### config.mk
export PLATFORM = sky130hd
export DESIGN_NAME = i2c_register_master_core
export DESIGN_NICKNAME = d
export VERILOG_FILES = /design/src/sv/i2c_reg_pkg.sv /design/src/sv/i2c_register_master_core.sv /design/src/sv/i2c_reg_ram.sv /design/src/sv/i2c_reg_front.sv /design/src/sv/i2c_reg_engine.sv
export SDC_FILE = /design/constraint.sdc
export NUM_CORES = 1
export LEC_CHECK = 0
export ABC_AREA = 1
export ABC_CLOCK_PERIOD_IN_PS = 4800
export BUFFER_PORTS_ARGS = -buffer_cell sky130_fd_sc_hd__clkbuf_2
export CAP_MARGIN = 20
export CORE_MARGIN = 8
export CORE_UTILIZATION = 56
export CTS_CLUSTER_SIZE = 40
export DETAILED_ROUTE_END_ITERATION = 7
export HOLD_SLACK_MARGIN = 0.06
export PLACE_DENSITY = 0.74
export SYNTH_ARGS = -nofsm -noshare
export SYNTH_HDL_FRONTEND = slang
export SYNTH_HIERARCHICAL = 1
export SYNTH_SLANG_ARGS = --single-unit
### constraint.sdc
create_clock -name clock -period 4.8 [get_ports clock]
set_clock_uncertainty 0.2 [all_clocks]
set_input_delay 1.2 -clock clock [delete_from_list [all_inputs] [get_ports clock]]
set_output_delay 1.2 -clock clock [all_outputs]
set_load 0.02 [all_outputs]
### src/sv/i2c_reg_pkg.sv
// Package for the I2C register master: command, kind, segment and CSR index codes,
// shared widths and the front-to-back transaction type. No dependencies.
`timescale 1ns / 1ps
package i2c_reg_pkg;
   localparam int DATA_MAX_DEF = 32;
   localparam int FIFO_DEPTH = 2;

   localparam logic [2:0] CMD_TICK  = 3'd0;
   localparam logic [2:0] CMD_LOAD  = 3'd1;
   localparam logic [2:0] CMD_WRITE = 3'd2;
   localparam logic [2:0] CMD_READ  = 3'd3;
   localparam logic [2:0] CMD_PROBE = 3'd4;

   localparam logic [1:0] K_WRITE = 2'd0;
   localparam logic [1:0] K_READ  = 2'd1;
   localparam logic [1:0] K_PROBE = 2'd2;

   localparam logic [2:0] S_ADDRW = 3'd0;
   localparam logic [2:0] S_REG   = 3'd1;
   localparam logic [2:0] S_DATA  = 3'd2;
   localparam logic [2:0] S_ADDRR = 3'd3;
   localparam logic [2:0] S_READ  = 3'd4;

   localparam logic [0:0] CSR_HALF_PERIOD = 1'b0;
   localparam logic [0:0] CSR_ACK_TIMEOUT = 1'b1;

   // Classified operation handed from the front part to the back part.
   typedef struct packed {
      logic [2:0]  cmd;
      logic [6:0]  slave_addr;
      logic [31:0] reg_addr;
      logic [2:0]  reg_bytes;
      logic [8:0]  data_count;
      logic [7:0]  write_byte;
      logic        sda_in;
   } op_type;

   typedef struct packed {
      logic       scl_out;
      logic       sda_out;
      logic [7:0] read_data;
      logic       read_valid;
      logic       busy_res;
      logic       done_res;
      logic       ack_error;
   } rsp_type;
endpackage

### src/sv/i2c_register_master_core.sv
// I2C register master: one result transaction for every request transaction, in
// order. A request is taken in any cycle in which full is low; it passes a
// two-entry queue to the bus engine, which handles one request per clock while
// the result queue has room, and the result lands in a two-entry result queue.
// Sustained rate is one transaction per clock, set by the phase engine, while
// results are popped. The transmit buffer is a RAM of DATA_MAX bytes read one
// byte ahead of use. Depends on i2c_reg_pkg, i2c_reg_front and i2c_reg_engine.
`timescale 1ns / 1ps
module i2c_register_master_core #(
   parameter int DATA_MAX = i2c_reg_pkg::DATA_MAX_DEF
) (
   input  logic        clock,
   input  logic        reset,
   input  logic        req_push,
   output logic        req_full,
   input  logic [2:0]  req_command,
   input  logic [6:0]  req_slave_addr,
   input  logic [31:0] req_reg_addr,
   input  logic [2:0]  req_reg_bytes,
   input  logic [5:0]  req_data_count,
   input  logic [7:0]  req_write_byte,
   input  logic        req_sda_in,
   output logic        rsp_empty,
   input  logic        rsp_pop,
   output logic        rsp_scl_out,
   output logic        rsp_sda_out,
   output logic [7:0]  rsp_read_data,
   output logic        rsp_read_valid,
   output logic        rsp_busy_res,
   output logic        rsp_done_res,
   output logic        rsp_ack_error,
   input  logic        csr_write,
   input  logic [0:0]  csr_index,
   input  logic [15:0] csr_data
);
   import i2c_reg_pkg::*;

   op_type      op;
   logic        op_valid, op_take;
   rsp_type     rsp;
   logic [15:0] half_period_ff;
   logic [7:0]  ack_timeout_ff;

   always_ff @(posedge clock) begin
      if (reset) begin
         half_period_ff <= 16'd5;
         ack_timeout_ff <= 8'd255;
      end else if (csr_write) begin
         case (csr_index)
            CSR_HALF_PERIOD: half_period_ff <= csr_data;
            CSR_ACK_TIMEOUT: ack_timeout_ff <= csr_data[7:0];
            default: ;
         endcase
      end
   end

   i2c_reg_front #(.DATA_MAX(DATA_MAX)) u_front (
      .clock(clock), .reset(reset), .req_push(req_push), .req_full(req_full),
      .req_command(req_command), .req_slave_addr(req_slave_addr),
      .req_reg_addr(req_reg_addr), .req_reg_bytes(req_reg_bytes),
      .req_data_count(req_data_count), .req_write_byte(req_write_byte),
      .req_sda_in(req_sda_in), .op_out(op), .op_valid(op_valid), .op_take(op_take)
   );

   i2c_reg_engine #(.DATA_MAX(DATA_MAX)) u_engine (
      .clock(clock), .reset(reset), .op_in(op), .op_valid(op_valid), .op_take(op_take),
      .half_period(half_period_ff), .ack_timeout(ack_timeout_ff),
      .rsp_empty(rsp_empty), .rsp_pop(rsp_pop), .rsp_out(rsp)
   );

   assign rsp_scl_out    = rsp.scl_out;
   assign rsp_sda_out    = rsp.sda_out;
   assign rsp_read_data  = rsp.read_data;
   assign rsp_read_valid = rsp.read_valid;
   assign rsp_busy_res   = rsp.busy_res;
   assign rsp_done_res   = rsp.done_res;
   assign rsp_ack_error  = rsp.ack_error;
endmodule

### src/sv/i2c_reg_ram.sv
// Generic single-port-write, single-read RAM with registered read data.
// No dependencies.
`timescale 1ns / 1ps
module i2c_reg_ram #(
   parameter int WIDTH = 8,
   parameter int DEPTH = 32
) (
   input  logic                     clock,
   input  logic                     wr_en,
   input  logic [$clog2(DEPTH)-1:0] wr_addr,
   input  logic [WIDTH-1:0]         wr_data,
   input  logic [$clog2(DEPTH)-1:0] rd_addr,
   output logic [WIDTH-1:0]         rd_data
);
   logic [WIDTH-1:0] mem_ff [DEPTH];

   always_ff @(posedge clock) begin
      if (wr_en) begin
         mem_ff[wr_addr] <= wr_data;
      end
      rd_data <= mem_ff[rd_addr];
   end
endmodule

### src/sv/i2c_reg_front.sv
// Front part: accepts request transactions, clamps and classifies them and
// queues them for the bus engine. Depends on i2c_reg_pkg.
`timescale 1ns / 1ps
module i2c_reg_front #(
   parameter int DATA_MAX = i2c_reg_pkg::DATA_MAX_DEF
) (
   input  logic                clock,
   input  logic                reset,
   input  logic                req_push,
   output logic                req_full,
   input  logic [2:0]          req_command,
   input  logic [6:0]          req_slave_addr,
   input  logic [31:0]         req_reg_addr,
   input  logic [2:0]          req_reg_bytes,
   input  logic [5:0]          req_data_count,
   input  logic [7:0]          req_write_byte,
   input  logic                req_sda_in,
   output i2c_reg_pkg::op_type op_out,
   output logic                op_valid,
   input  logic                op_take
);
   import i2c_reg_pkg::*;
   localparam logic [8:0] DMAX = 9'(DATA_MAX);

   op_type     q_ff [FIFO_DEPTH];
   logic       wp_ff, wp_in, rp_ff, rp_in;
   logic [1:0] cnt_ff, cnt_in;
   op_type     op_new;
   logic       push_ok;

   always_comb begin
      op_new.cmd        = req_command;
      op_new.slave_addr = req_slave_addr;
      op_new.reg_addr   = req_reg_addr;
      op_new.reg_bytes  = (req_reg_bytes > 3'd4) ? 3'd4 : req_reg_bytes;
      op_new.data_count = ({3'b0, req_data_count} > DMAX) ? DMAX : {3'b0, req_data_count};
      op_new.write_byte = req_write_byte;
      op_new.sda_in     = req_sda_in;
   end

   assign req_full = (cnt_ff == 2'(FIFO_DEPTH));
   assign push_ok  = req_push && !req_full;
   assign op_valid = (cnt_ff != 2'd0);
   assign op_out   = q_ff[rp_ff];

   always_comb begin
      wp_in  = push_ok ? ~wp_ff : wp_ff;
      rp_in  = (op_take && op_valid) ? ~rp_ff : rp_ff;
      cnt_in = cnt_ff + 2'(push_ok) - 2'(op_take && op_valid);
   end

   always_ff @(posedge clock) begin
      if (reset) begin
         wp_ff  <= 1'b0;
         rp_ff  <= 1'b0;
         cnt_ff <= 2'd0;
      end else begin
         wp_ff  <= wp_in;
         rp_ff  <= rp_in;
         cnt_ff <= cnt_in;
      end
      if (push_ok) begin
         q_ff[wp_ff] <= op_new;
      end
   end
endmodule

### src/sv/i2c_reg_engine.sv
// Back part: the bus phase engine, the transmit buffer and the result queue.
// Depends on i2c_reg_pkg and i2c_reg_ram.
`timescale 1ns / 1ps
module i2c_reg_engine #(
   parameter int DATA_MAX = i2c_reg_pkg::DATA_MAX_DEF
) (
   input  logic                clock,
   input  logic                reset,
   input  i2c_reg_pkg::op_type op_in,
   input  logic                op_valid,
   output logic                op_take,
   input  logic [15:0]         half_period,
   input  logic [7:0]          ack_timeout,
   output logic                rsp_empty,
   input  logic                rsp_pop,
   output i2c_reg_pkg::rsp_type rsp_out
);
   import i2c_reg_pkg::*;
   localparam int AW = (DATA_MAX > 1) ? $clog2(DATA_MAX) : 1;
   localparam logic [8:0] DMAX = 9'(DATA_MAX);

   localparam logic [3:0] P_IDLE = 4'd0, P_RS_LOW = 4'd1, P_ST_A = 4'd2, P_ST_B = 4'd3,
      P_WB_LOW = 4'd4, P_WB_HIGH = 4'd5, P_ACK_LOW = 4'd6, P_ACK_POLL = 4'd7,
      P_ACK_HOLD = 4'd8, P_RB_LOW = 4'd9, P_RB_HIGH = 4'd10, P_MA_LOW = 4'd11,
      P_MA_HIGH = 4'd12, P_SP_A = 4'd13, P_SP_B = 4'd14;

   logic [3:0]  phase_ff, phase_in;
   logic [15:0] tick_ff, tick_in;
   logic [3:0]  bit_ff, bit_in;
   logic [7:0]  shift_ff, shift_in;
   logic [8:0]  byte_ff, byte_in;
   logic [7:0]  wait_ff, wait_in;
   logic [31:0] regs_ff, regs_in;
   logic [8:0]  load_ff, load_in;
   logic [1:0]  kind_ff, kind_in;
   logic [2:0]  seg_ff, seg_in;
   logic [2:0]  nreg_ff, nreg_in;
   logic [8:0]  ndata_ff, ndata_in;
   logic [6:0]  taddr_ff, taddr_in;
   logic        err_ff, err_in;
   logic [7:0]  rx_ff, rx_in;
   logic        pend_ff, pend_in;
   rsp_type     res;
   logic        valid, done, aerr;

   // Buffer read address runs one byte ahead so the registered read is ready.
   logic          buf_we;
   logic [AW-1:0] buf_wa, buf_ra;
   logic [7:0]    buf_rd;
   logic [8:0]    pf_ff, pf_in;

   i2c_reg_ram #(.WIDTH(8), .DEPTH(DATA_MAX)) u_buf (
      .clock(clock), .wr_en(buf_we), .wr_addr(buf_wa), .wr_data(op_in.write_byte),
      .rd_addr(buf_ra), .rd_data(buf_rd)
   );

   // Result queue of two entries.
   rsp_type    rq_ff [2];
   logic       rw_ff, rr_ff;
   logic [1:0] rc_ff;
   logic       rq_push, rq_pop;

   assign rsp_empty = (rc_ff == 2'd0);
   assign rsp_out   = rq_ff[rr_ff];
   assign rq_pop    = rsp_pop && !rsp_empty;
   // Accept while a slot is free now or frees this cycle.
   assign op_take   = op_valid && ((rc_ff != 2'd2) || rq_pop);
   assign rq_push   = op_take;

   logic [15:0] tick_nx;
   logic        timed;
   logic [15:0] hp;
   logic [7:0]  at, wait_nx;
   logic [8:0]  bidx_nx;
   logic        ma_bit;

   always_comb begin
      hp      = (half_period == 16'd0) ? 16'd1 : half_period;
      at      = (ack_timeout == 8'd0) ? 8'd1 : ack_timeout;
      tick_nx = tick_ff + 16'd1;
      timed   = (tick_nx >= hp);
      phase_in = phase_ff; tick_in = tick_ff; bit_in = bit_ff; shift_in = shift_ff;
      byte_in = byte_ff; wait_in = wait_ff; regs_in = regs_ff; load_in = load_ff;
      kind_in = kind_ff; seg_in = seg_ff; nreg_in = nreg_ff; ndata_in = ndata_ff;
      taddr_in = taddr_ff; err_in = err_ff; rx_in = rx_ff; pend_in = pend_ff;
      pf_in = pf_ff;
      valid = 1'b0; done = 1'b0; aerr = 1'b0;
      buf_we = 1'b0;
      buf_wa = load_ff[AW-1:0];
      buf_ra = pf_ff[AW-1:0];
      wait_nx = wait_ff + 8'd1;
      bidx_nx = byte_ff + 9'd1;
      if (op_take) begin
         case (op_in.cmd)
            CMD_LOAD: begin
               if (phase_ff == P_IDLE && load_ff < DMAX) begin
                  buf_we  = 1'b1;
                  load_in = load_ff + 9'd1;
               end
            end
            CMD_WRITE, CMD_READ, CMD_PROBE: begin
               if (phase_ff == P_IDLE) begin
                  kind_in  = (op_in.cmd == CMD_WRITE) ? K_WRITE :
                             (op_in.cmd == CMD_READ) ? K_READ : K_PROBE;
                  taddr_in = op_in.slave_addr;
                  nreg_in  = op_in.reg_bytes;
                  ndata_in = op_in.data_count;
                  case (op_in.reg_bytes)
                     3'd1: regs_in = {op_in.reg_addr[7:0], 24'd0};
                     3'd2: regs_in = {op_in.reg_addr[15:0], 16'd0};
                     3'd3: regs_in = {op_in.reg_addr[23:0], 8'd0};
                     3'd4: regs_in = op_in.reg_addr;
                     default: regs_in = 32'd0;
                  endcase
                  seg_in   = (op_in.cmd == CMD_PROBE) ? S_ADDRR : S_ADDRW;
                  byte_in = 9'd0; bit_in = 4'd0; shift_in = 8'd0; wait_in = 8'd0;
                  err_in = 1'b0; tick_in = 16'd0; phase_in = P_ST_A;
                  pf_in = 9'd0;
                  if (op_in.cmd == CMD_WRITE) begin
                     load_in = 9'd0;
                  end
               end
            end
            CMD_TICK: begin
               case (phase_ff)
                  P_RS_LOW, P_ST_A, P_WB_LOW, P_ACK_LOW, P_RB_LOW, P_MA_LOW, P_SP_A: begin
                     tick_in = timed ? 16'd0 : tick_nx;
                     if (timed) begin
                        case (phase_ff)
                           P_RS_LOW:  phase_in = P_ST_A;
                           P_ST_A:    phase_in = P_ST_B;
                           P_WB_LOW:  phase_in = P_WB_HIGH;
                           P_ACK_LOW: phase_in = P_ACK_POLL;
                           P_RB_LOW:  phase_in = P_RB_HIGH;
                           P_MA_LOW:  phase_in = P_MA_HIGH;
                           default:   phase_in = P_SP_B;
                        endcase
                     end
                  end
                  P_ST_B: begin
                     tick_in = timed ? 16'd0 : tick_nx;
                     if (timed) begin
                        shift_in = {taddr_ff, (seg_ff == S_ADDRR)};
                        bit_in = 4'd0; phase_in = P_WB_LOW;
                     end
                  end
                  P_WB_HIGH: begin
                     tick_in = timed ? 16'd0 : tick_nx;
                     if (timed) begin
                        shift_in = {shift_ff[6:0], 1'b0};
                        bit_in = bit_ff + 4'd1;
                        if (bit_ff == 4'd7) begin
                           wait_in = 8'd0; phase_in = P_ACK_LOW;
                        end else begin
                           phase_in = P_WB_LOW;
                        end
                     end
                  end
                  P_ACK_POLL: begin
                     tick_in = 16'd0;
                     if (!op_in.sda_in) begin
                        phase_in = P_ACK_HOLD;
                     end else begin
                        wait_in = wait_nx;
                        if (wait_nx >= at) begin
                           err_in = 1'b1; phase_in = P_SP_A;
                        end
                     end
                  end
                  P_ACK_HOLD: begin
                     tick_in = timed ? 16'd0 : tick_nx;
                     if (timed) begin
                        tick_in = 16'd0;
                        if (seg_ff == S_ADDRW || seg_ff == S_REG) begin
                           if (seg_ff == S_ADDRW) byte_in = 9'd0;
                           if (seg_ff == S_REG && byte_ff < {6'd0, nreg_ff} ||
                               seg_ff == S_ADDRW && nreg_ff != 3'd0) begin
                              seg_in = S_REG;
                              shift_in = regs_ff[31:24]; regs_in = {regs_ff[23:0], 8'd0};
                              byte_in = (seg_ff == S_ADDRW) ? 9'd1 : bidx_nx;
                              bit_in = 4'd0; phase_in = P_WB_LOW;
                           end else if (kind_ff == K_WRITE) begin
                              seg_in = S_DATA;
                              if (ndata_ff != 9'd0) begin
                                 shift_in = buf_rd; byte_in = 9'd1; pf_in = 9'd1;
                                 bit_in = 4'd0; phase_in = P_WB_LOW;
                              end else begin
                                 phase_in = P_SP_A;
                              end
                           end else begin
                              seg_in = S_ADDRR; phase_in = P_RS_LOW;
                           end
                        end else if (seg_ff == S_DATA) begin
                           if (byte_ff < ndata_ff) begin
                              shift_in = buf_rd; byte_in = bidx_nx; pf_in = bidx_nx;
                              bit_in = 4'd0; phase_in = P_WB_LOW;
                           end else begin
                              phase_in = P_SP_A;
                           end
                        end else if (seg_ff == S_ADDRR && kind_ff != K_PROBE &&
                                     ndata_ff != 9'd0) begin
                           seg_in = S_READ; byte_in = 9'd0; bit_in = 4'd0;
                           shift_in = 8'd0; phase_in = P_RB_LOW;
                        end else begin
                           phase_in = P_SP_A;
                        end
                     end
                  end
                  P_RB_HIGH: begin
                     tick_in = timed ? 16'd0 : tick_nx;
                     if (timed) begin
                        shift_in = {shift_ff[6:0], op_in.sda_in};
                        bit_in = bit_ff + 4'd1;
                        if (bit_ff == 4'd7) begin
                           rx_in = {shift_ff[6:0], op_in.sda_in};
                           valid = 1'b1; phase_in = P_MA_LOW;
                        end else begin
                           phase_in = P_RB_LOW;
                        end
                     end
                  end
                  P_MA_HIGH: begin
                     tick_in = timed ? 16'd0 : tick_nx;
                     if (timed) begin
                        byte_in = bidx_nx;
                        if (bidx_nx < ndata_ff) begin
                           bit_in = 4'd0; shift_in = 8'd0; phase_in = P_RB_LOW;
                        end else begin
                           phase_in = P_SP_A;
                        end
                     end
                  end
                  P_SP_B: begin
                     tick_in = timed ? 16'd0 : tick_nx;
                     if (timed) begin
                        phase_in = P_IDLE; done = 1'b1; aerr = err_ff; err_in = 1'b0;
                     end
                  end
                  default: phase_in = P_IDLE;
               endcase
            end
            default: ;
         endcase
      end
      if (phase_in == P_WB_LOW || phase_in == P_ACK_HOLD || phase_in == P_ACK_LOW ||
          phase_in == P_ACK_POLL || phase_in == P_WB_HIGH) begin
         buf_ra = pf_in[AW-1:0];
      end else begin
         buf_ra = pf_in[AW-1:0];
      end
      pend_in = 1'b0;
      ma_bit = (byte_in + 9'd1 < ndata_in) ? 1'b0 : 1'b1;
      case (phase_in)
         P_RS_LOW:  begin res.scl_out = 1'b0; res.sda_out = 1'b1; end
         P_ST_B:    begin res.scl_out = 1'b1; res.sda_out = 1'b0; end
         P_WB_LOW:  begin res.scl_out = 1'b0; res.sda_out = shift_in[7]; end
         P_WB_HIGH: begin res.scl_out = 1'b1; res.sda_out = shift_in[7]; end
         P_ACK_LOW, P_RB_LOW: begin res.scl_out = 1'b0; res.sda_out = 1'b1; end
         P_MA_LOW:  begin res.scl_out = 1'b0; res.sda_out = ma_bit; end
         P_MA_HIGH: begin res.scl_out = 1'b1; res.sda_out = ma_bit; end
         P_SP_A:    begin res.scl_out = 1'b0; res.sda_out = 1'b0; end
         P_SP_B:    begin res.scl_out = 1'b1; res.sda_out = 1'b0; end
         default:   begin res.scl_out = 1'b1; res.sda_out = 1'b1; end
      endcase
      res.read_data  = rx_in;
      res.read_valid = valid;
      res.busy_res   = (phase_in != P_IDLE);
      res.done_res   = done;
      res.ack_error  = aerr;
   end

   always_ff @(posedge clock) begin
      if (reset) begin
         phase_ff <= P_IDLE; tick_ff <= '0; bit_ff <= '0; shift_ff <= '0; byte_ff <= '0;
         wait_ff <= '0; regs_ff <= '0; load_ff <= '0; kind_ff <= K_WRITE; seg_ff <= S_ADDRW;
         nreg_ff <= '0; ndata_ff <= '0; taddr_ff <= '0; err_ff <= 1'b0; rx_ff <= '0;
         pend_ff <= 1'b0; pf_ff <= '0;
         rw_ff <= 1'b0; rr_ff <= 1'b0; rc_ff <= 2'd0;
      end else begin
         phase_ff <= phase_in; tick_ff <= tick_in; bit_ff <= bit_in; shift_ff <= shift_in;
         byte_ff <= byte_in; wait_ff <= wait_in; regs_ff <= regs_in; load_ff <= load_in;
         kind_ff <= kind_in; seg_ff <= seg_in; nreg_ff <= nreg_in; ndata_ff <= ndata_in;
         taddr_ff <= taddr_in; err_ff <= err_in; rx_ff <= rx_in; pend_ff <= pend_in;
         pf_ff <= pf_in;
         if (rq_push) rw_ff <= ~rw_ff;
         if (rq_pop) rr_ff <= ~rr_ff;
         rc_ff <= rc_ff + 2'(rq_push) - 2'(rq_pop);
      end
      if (rq_push) begin
         rq_ff[rw_ff] <= res;
      end
   end
endmodule

Word level (Yosys, flattened, before mapping) --
Memory sizes are Yosys's and may differ from the RTL's. A register that Yosys moved wholly into a read port is not among the register bits. Cells that the tools add are included.
Operators by class: $add $sub $neg 10, $lt $le $gt $ge 9, equality and inequality tests 68, mux-type cells 161, bitwise gates (word level) 5, reduce and logical (&&, ||, !) cells 44
Operator list (count):
- $mux W8 | 25
- $mux W9 | 19
- $mux W32 | 5
- $pmux W32 S4 | 1
- $mux W4 | 30
- $pmux W16 S2 | 2
- $pmux W32 S2 | 1
- $pmux W9 S2 | 3
- $mux W5 | 10
- $eq A4 B4 Y1 const B | 12
- $mux W16 | 3
- $pmux W8 S2 | 3
- $pmux W8 S5 | 1
- $ne A3 B2 Y1 const B | 13
- $eq A4 B3 Y1 const B | 8
- $mux W1 | 32
- $pmux W4 S8 | 1
- $mux W3 | 10
- $reduce_and A7 Y1 | 4
- $add A9 B1 Y9 const B | 3
- $lt A9 B9 Y1 | 3
- $pmux W4 S6 | 1
- $eq A3 B2 Y1 const B | 6
- $add A16 B1 Y16 const B | 1
- 54 further kinds | 100
Word-level totals: flip-flop bits (word level) 160, memory bits (writable) 404, input port bits 82, output and inout bits 16, word-level logic and storage cells 325, memories 3
Memories:
- u_engine.u_buf.mem_ff | depth 32, bits a word 8, read ports 1, clocked after Yosys merged registers in 1, wr ports 1, RTL line i2c_reg_ram.sv:15 | logic [WIDTH-1:0] mem_ff [DEPTH];
- u_front.q_ff | depth 2, bits a word 60, read ports 1, clocked after Yosys merged registers in 1, wr ports 1, RTL line i2c_reg_front.sv:25 | op_type q_ff [FIFO_DEPTH];
- u_engine.rq_ff | depth 2, bits a word 14, read ports 1, clocked after Yosys merged registers in 1, wr ports 1, RTL line i2c_reg_engine.sv:58 | rsp_type rq_ff [2];

Logic depth before layout (Yosys ltp) --
depth after elaboration 14, gate-level depth with buffers 35, mapped depth without buffers 34

Hierarchy --
The synthesis kept the hierarchy.
Modules (own cells, without submodules):
- i2c_reg_ram | instances 1, cells an instance 922, area each 10786.6 um^2, sequential area each 7847.5 um^2
- i2c_reg_engine | instances 1, cells an instance 1544, area each 10710.3 um^2, sequential area each 3503.4 um^2
- i2c_reg_front | instances 1, cells an instance 250, area each 4997.3 um^2, sequential area each 3703.6 um^2
- i2c_register_master_core | instances 1, cells an instance 137, area each 974.7 um^2, sequential area each 480.5 um^2

Worst setup path before layout --
OpenSTA, ideal clock, no wires.
kind flip-flop to flip-flop, from register u_engine.tick_ff[0], to memory u_engine/rq_ff[0][12] (netlist name), data pin, setup time 0.258 ns, arrival 4.423 ns, required time 4.342 ns, setup slack -0.081 ns, stages on the path, launching flop included 33, buffers on the path 0, period minus slack after synthesis 4.881 ns, cell sequence dfxtp_1 ha_1 nand3_1 nor3b_2 nand3_1 nor3_1 nand3_1 nor2_1 xor2_1 ha_1 nand2_1 nor2_1 a21oi_2 nand3_2 nand2_2 inv_2 nand2_1 o21ai_1 nand2_1 nand3_1 nand2_1 ha_1 inv_1 nor2_2 xor2_1 ha_1 nand2_1 nor2_1 a211oi_1 o221a_2 nand2_1 nand3_1 nand2_1
RTL lines:
- start, declared | RTL line i2c_reg_engine.sv:28 | logic [15:0] tick_ff, tick_in;
- start signal, assigned | RTL line i2c_reg_engine.sv:280 | phase_ff <= phase_in; tick_ff <= tick_in; bit_ff <= bit_in; shift_ff <= shift_in;
- end, declared | RTL line i2c_reg_engine.sv:58

==> results.cfg <==
[sta]
rsz0062_at_grt = true
relSlewSlack_pct = 32.43
fmax_mhz = 195.6
worstMarginPinSlew_ns = 1.013
finalSetupTns_ns = -2.073
min_period_ns = 5.113
fin_crit_sh_pct = 106.5
setup_ws_ns = -0.3132
finalHoldViolCount = 0
setup_viol = 11
drv_slew = 0

[placement]
port_buffers = 97
pre_cts_ws_ns = -0.3593
placed_area_mm2 = 0.02867
dp_hpwl_um = 46750
dpl.cell_count = 3543
place_congestion = 0.9526

[synthesis]
synth_area_mm2 = 0.02747
seq_area_frac_synth_pct = 56.55
ys_ff_latch = 574
synthCells = 2853
async_reset_ff_share_pct = 0
yosysWarnings = 6
syn_area_per_cell_um2 = 9.628
synthFlopType = edfxtp_1
synth.distinct_cells = 63
synth-edff-count = 404

[worst_setup_path]
reg2reg_setup_slack_ns = -0.31
critPathLaunchType = flip-flop
worstSetupEndpointType = flip-flop
cp_slowest_stage_delay_ns = 0.40
worstPathMaxFanout = 5
crit_top_cell = nand2_2
critical_path_class = reg -> reg
crit_required_ns = 4.97
arrival_ns = 5.28
cp_slowest_cell = dfxtp_1

[power_and_ir_drop]
peakVddDrop_mv = 0.3364
power_density_mw_per_mm2 = 438.9
total_power_mw = 14.30
p_leak_nw = 13.36

[die]
initial_utilization_pct = 56.47
io_pins = 98
rows = 81
core_area_mm2 = 0.04865
design.die.area_mm2 = 0.05639
die_y_um = 237.5
die_x_um = 237.5

[routing]
drc = 0
avgViaCountPerCell = 5.774
routed_wl_um = 73610
wl_per_cell_um = 19.70
drtIter0Drc = 2191
drtAntennaViolNets = 0
dr.pass1.iters = 6
vias = 21573

[global_routing]
grt_antenna_before_repair = 1
grt_util_all_layers_pct = 24.07
grt.overflow.total = 0
grt_start_max_net_pins = 87
grt_pass1_wl_um = 108900
first_global_vias = 20332

[final_layout]
synthToLayoutAreaGrowth_pct = 18.59
final_area_mm2 = 0.03258
finalNetCount = 3208
drive_gt1_share_pct = 23.61
finalNonFillerCells = 3736
layout_common_cells = nand2_1, edfxtp_1, nor2_1
final_common_cell = nand2_1

[clock_network]
cts_max_level = 2
cts_made_buffers = 56
cts_sinks = 574
cts_max_path_buffers = 3
ctsHoldBuffers = 0
clock_latency_ns = 0.62
cts_tree = done
clk_pin_slew_ns = 0.07
cts_root_buf = clkbuf_16

[outcome]
violations = negative setup slack
status = finished with violations

[flow_run]
maxCapViolations = 0

[min_path]
hold_class = reg -> reg
report_power, final:
group          internal (mW)  switching, mW
Clock                   2.36           1.88
Sequential              5.99          0.237
Combinational           1.23           2.59
Total                   9.58           4.71
layer usage:
layer | up-vias | share of wire (%) | GRT usage, %
met1 | 10328 | 42 | 32.17
met4 | 0 | 3.1 | 8.219
met5 | - | 0 | 0
met3 | 178 | 8.5 | 4.598
li1 | 10124 | - | -
met2 | 943 | 47 | 39.23
flip-flops by register name, indices dropped and copies added, names as in the netlist, 9 cells and up, named ones only:
name                   flops
half_period_ff            16
u_engine/regs_ff          32
u_engine/tick_ff          16
u_engine/load_ff           9
u_front/q_ff             120
u_engine/byte_ff           9
u_engine/ndata_ff          9
u_engine/u_buf/mem_ff    256
u_engine/rq_ff            28
synthesized netlist by cell type (all sizes together), types with 2 or more instances:
library cell    n  area share [%]
a211oi          5            0.14
a21boi          2           0.055
a21o            2           0.055
a21oi         118             2.2
a221oi          9            0.29
a22oi          17            0.46
a31oi          19            0.49
a32oi           3           0.096
a41o            2           0.073
buf            93             2.9
clkbuf         33            0.45
dfxtp         170              12
edfxtp        404              44
ha             60             2.7
inv           238             3.3
mux2           74             3.9
nand2         810              11
nand3         312             5.8
nand3b          8            0.22
nand4          25            0.57
nor2          243             3.7
nor3           16            0.43
nor3b           3            0.12
nor4            7            0.16
o211ai          6            0.16
o21a            3           0.082
o21ai         120             2.2
o221ai          8            0.26
or2             2           0.046
xnor2           5            0.16
xor2           26            0.83
final timing paths:
check,startpoint,end,cells past startpoint
hold reg to reg,u_engine/load_ff[7],u_engine/load_ff[7],2
hold / removal,u_engine/load_ff[7],u_engine/load_ff[7],2
setup reg to reg,u_engine/tick_ff[4],u_engine/rq_ff[1][12],33
setup / recovery,u_engine/tick_ff[4],u_engine/rq_ff[1][12],33
area by class of cell:
cell class,count,area [um2]
inverters,239,925.9
repair buffers,276,2317
well taps,622,778.2
fillers,3652,16070
clock buffers,68,1468
flip-flops and latches,574,15550
repair inverters,3,22.52
multi-input cells,1916,11200
clock inverters,37,304.0
diodes,1,2.502
worst max-delay path, delay by kind of cell (launching register included):
kind / cells / cell delay (ns)
AO/OA/AOI/OAI: 5 / 0.81
XOR/XNOR: 2 / 0.42
adder cells (fa/ha/maj): 3 / 0.76
buffers and inverters: 3 / 0.20
flip-flops: 1 / 0.40
AND/OR/NAND/NOR: 20 / 2.05
cell families after synthesis:
logic type / count (synthesis) / share of synthesized area (%)
flops: 574 / 56.55
fa+ha+maj: 60 / 2.733
buf+inv: 365 / 6.696
xor+xnor: 31 / 0.9884
compound gates: 320 / 6.810
other cells: 1 / 0.01365
simple gates: 1428 / 22.35
mux: 74 / 3.853
timing repair:
item                                    in CTS  in global routing
pin swaps                                   30                113
setup buffers                               45                 24
gates resized for setup                     27                245
endpoints found under the setup margin      10                 52
gates cloned                                 0                 20
stage by stage:
step | hold slack (ns) | utilization (%)
floorplan | 0.2187 | -
global placement | 0.2281 | 58.90
detailed placement | 0.2285 | 58.92
CTS | 0.2421 | 63.50
global route | 0.2530 | 66.96
finish | 0.2436 | 66.97
Note: power is estimated with default switching activity, not from simulation.
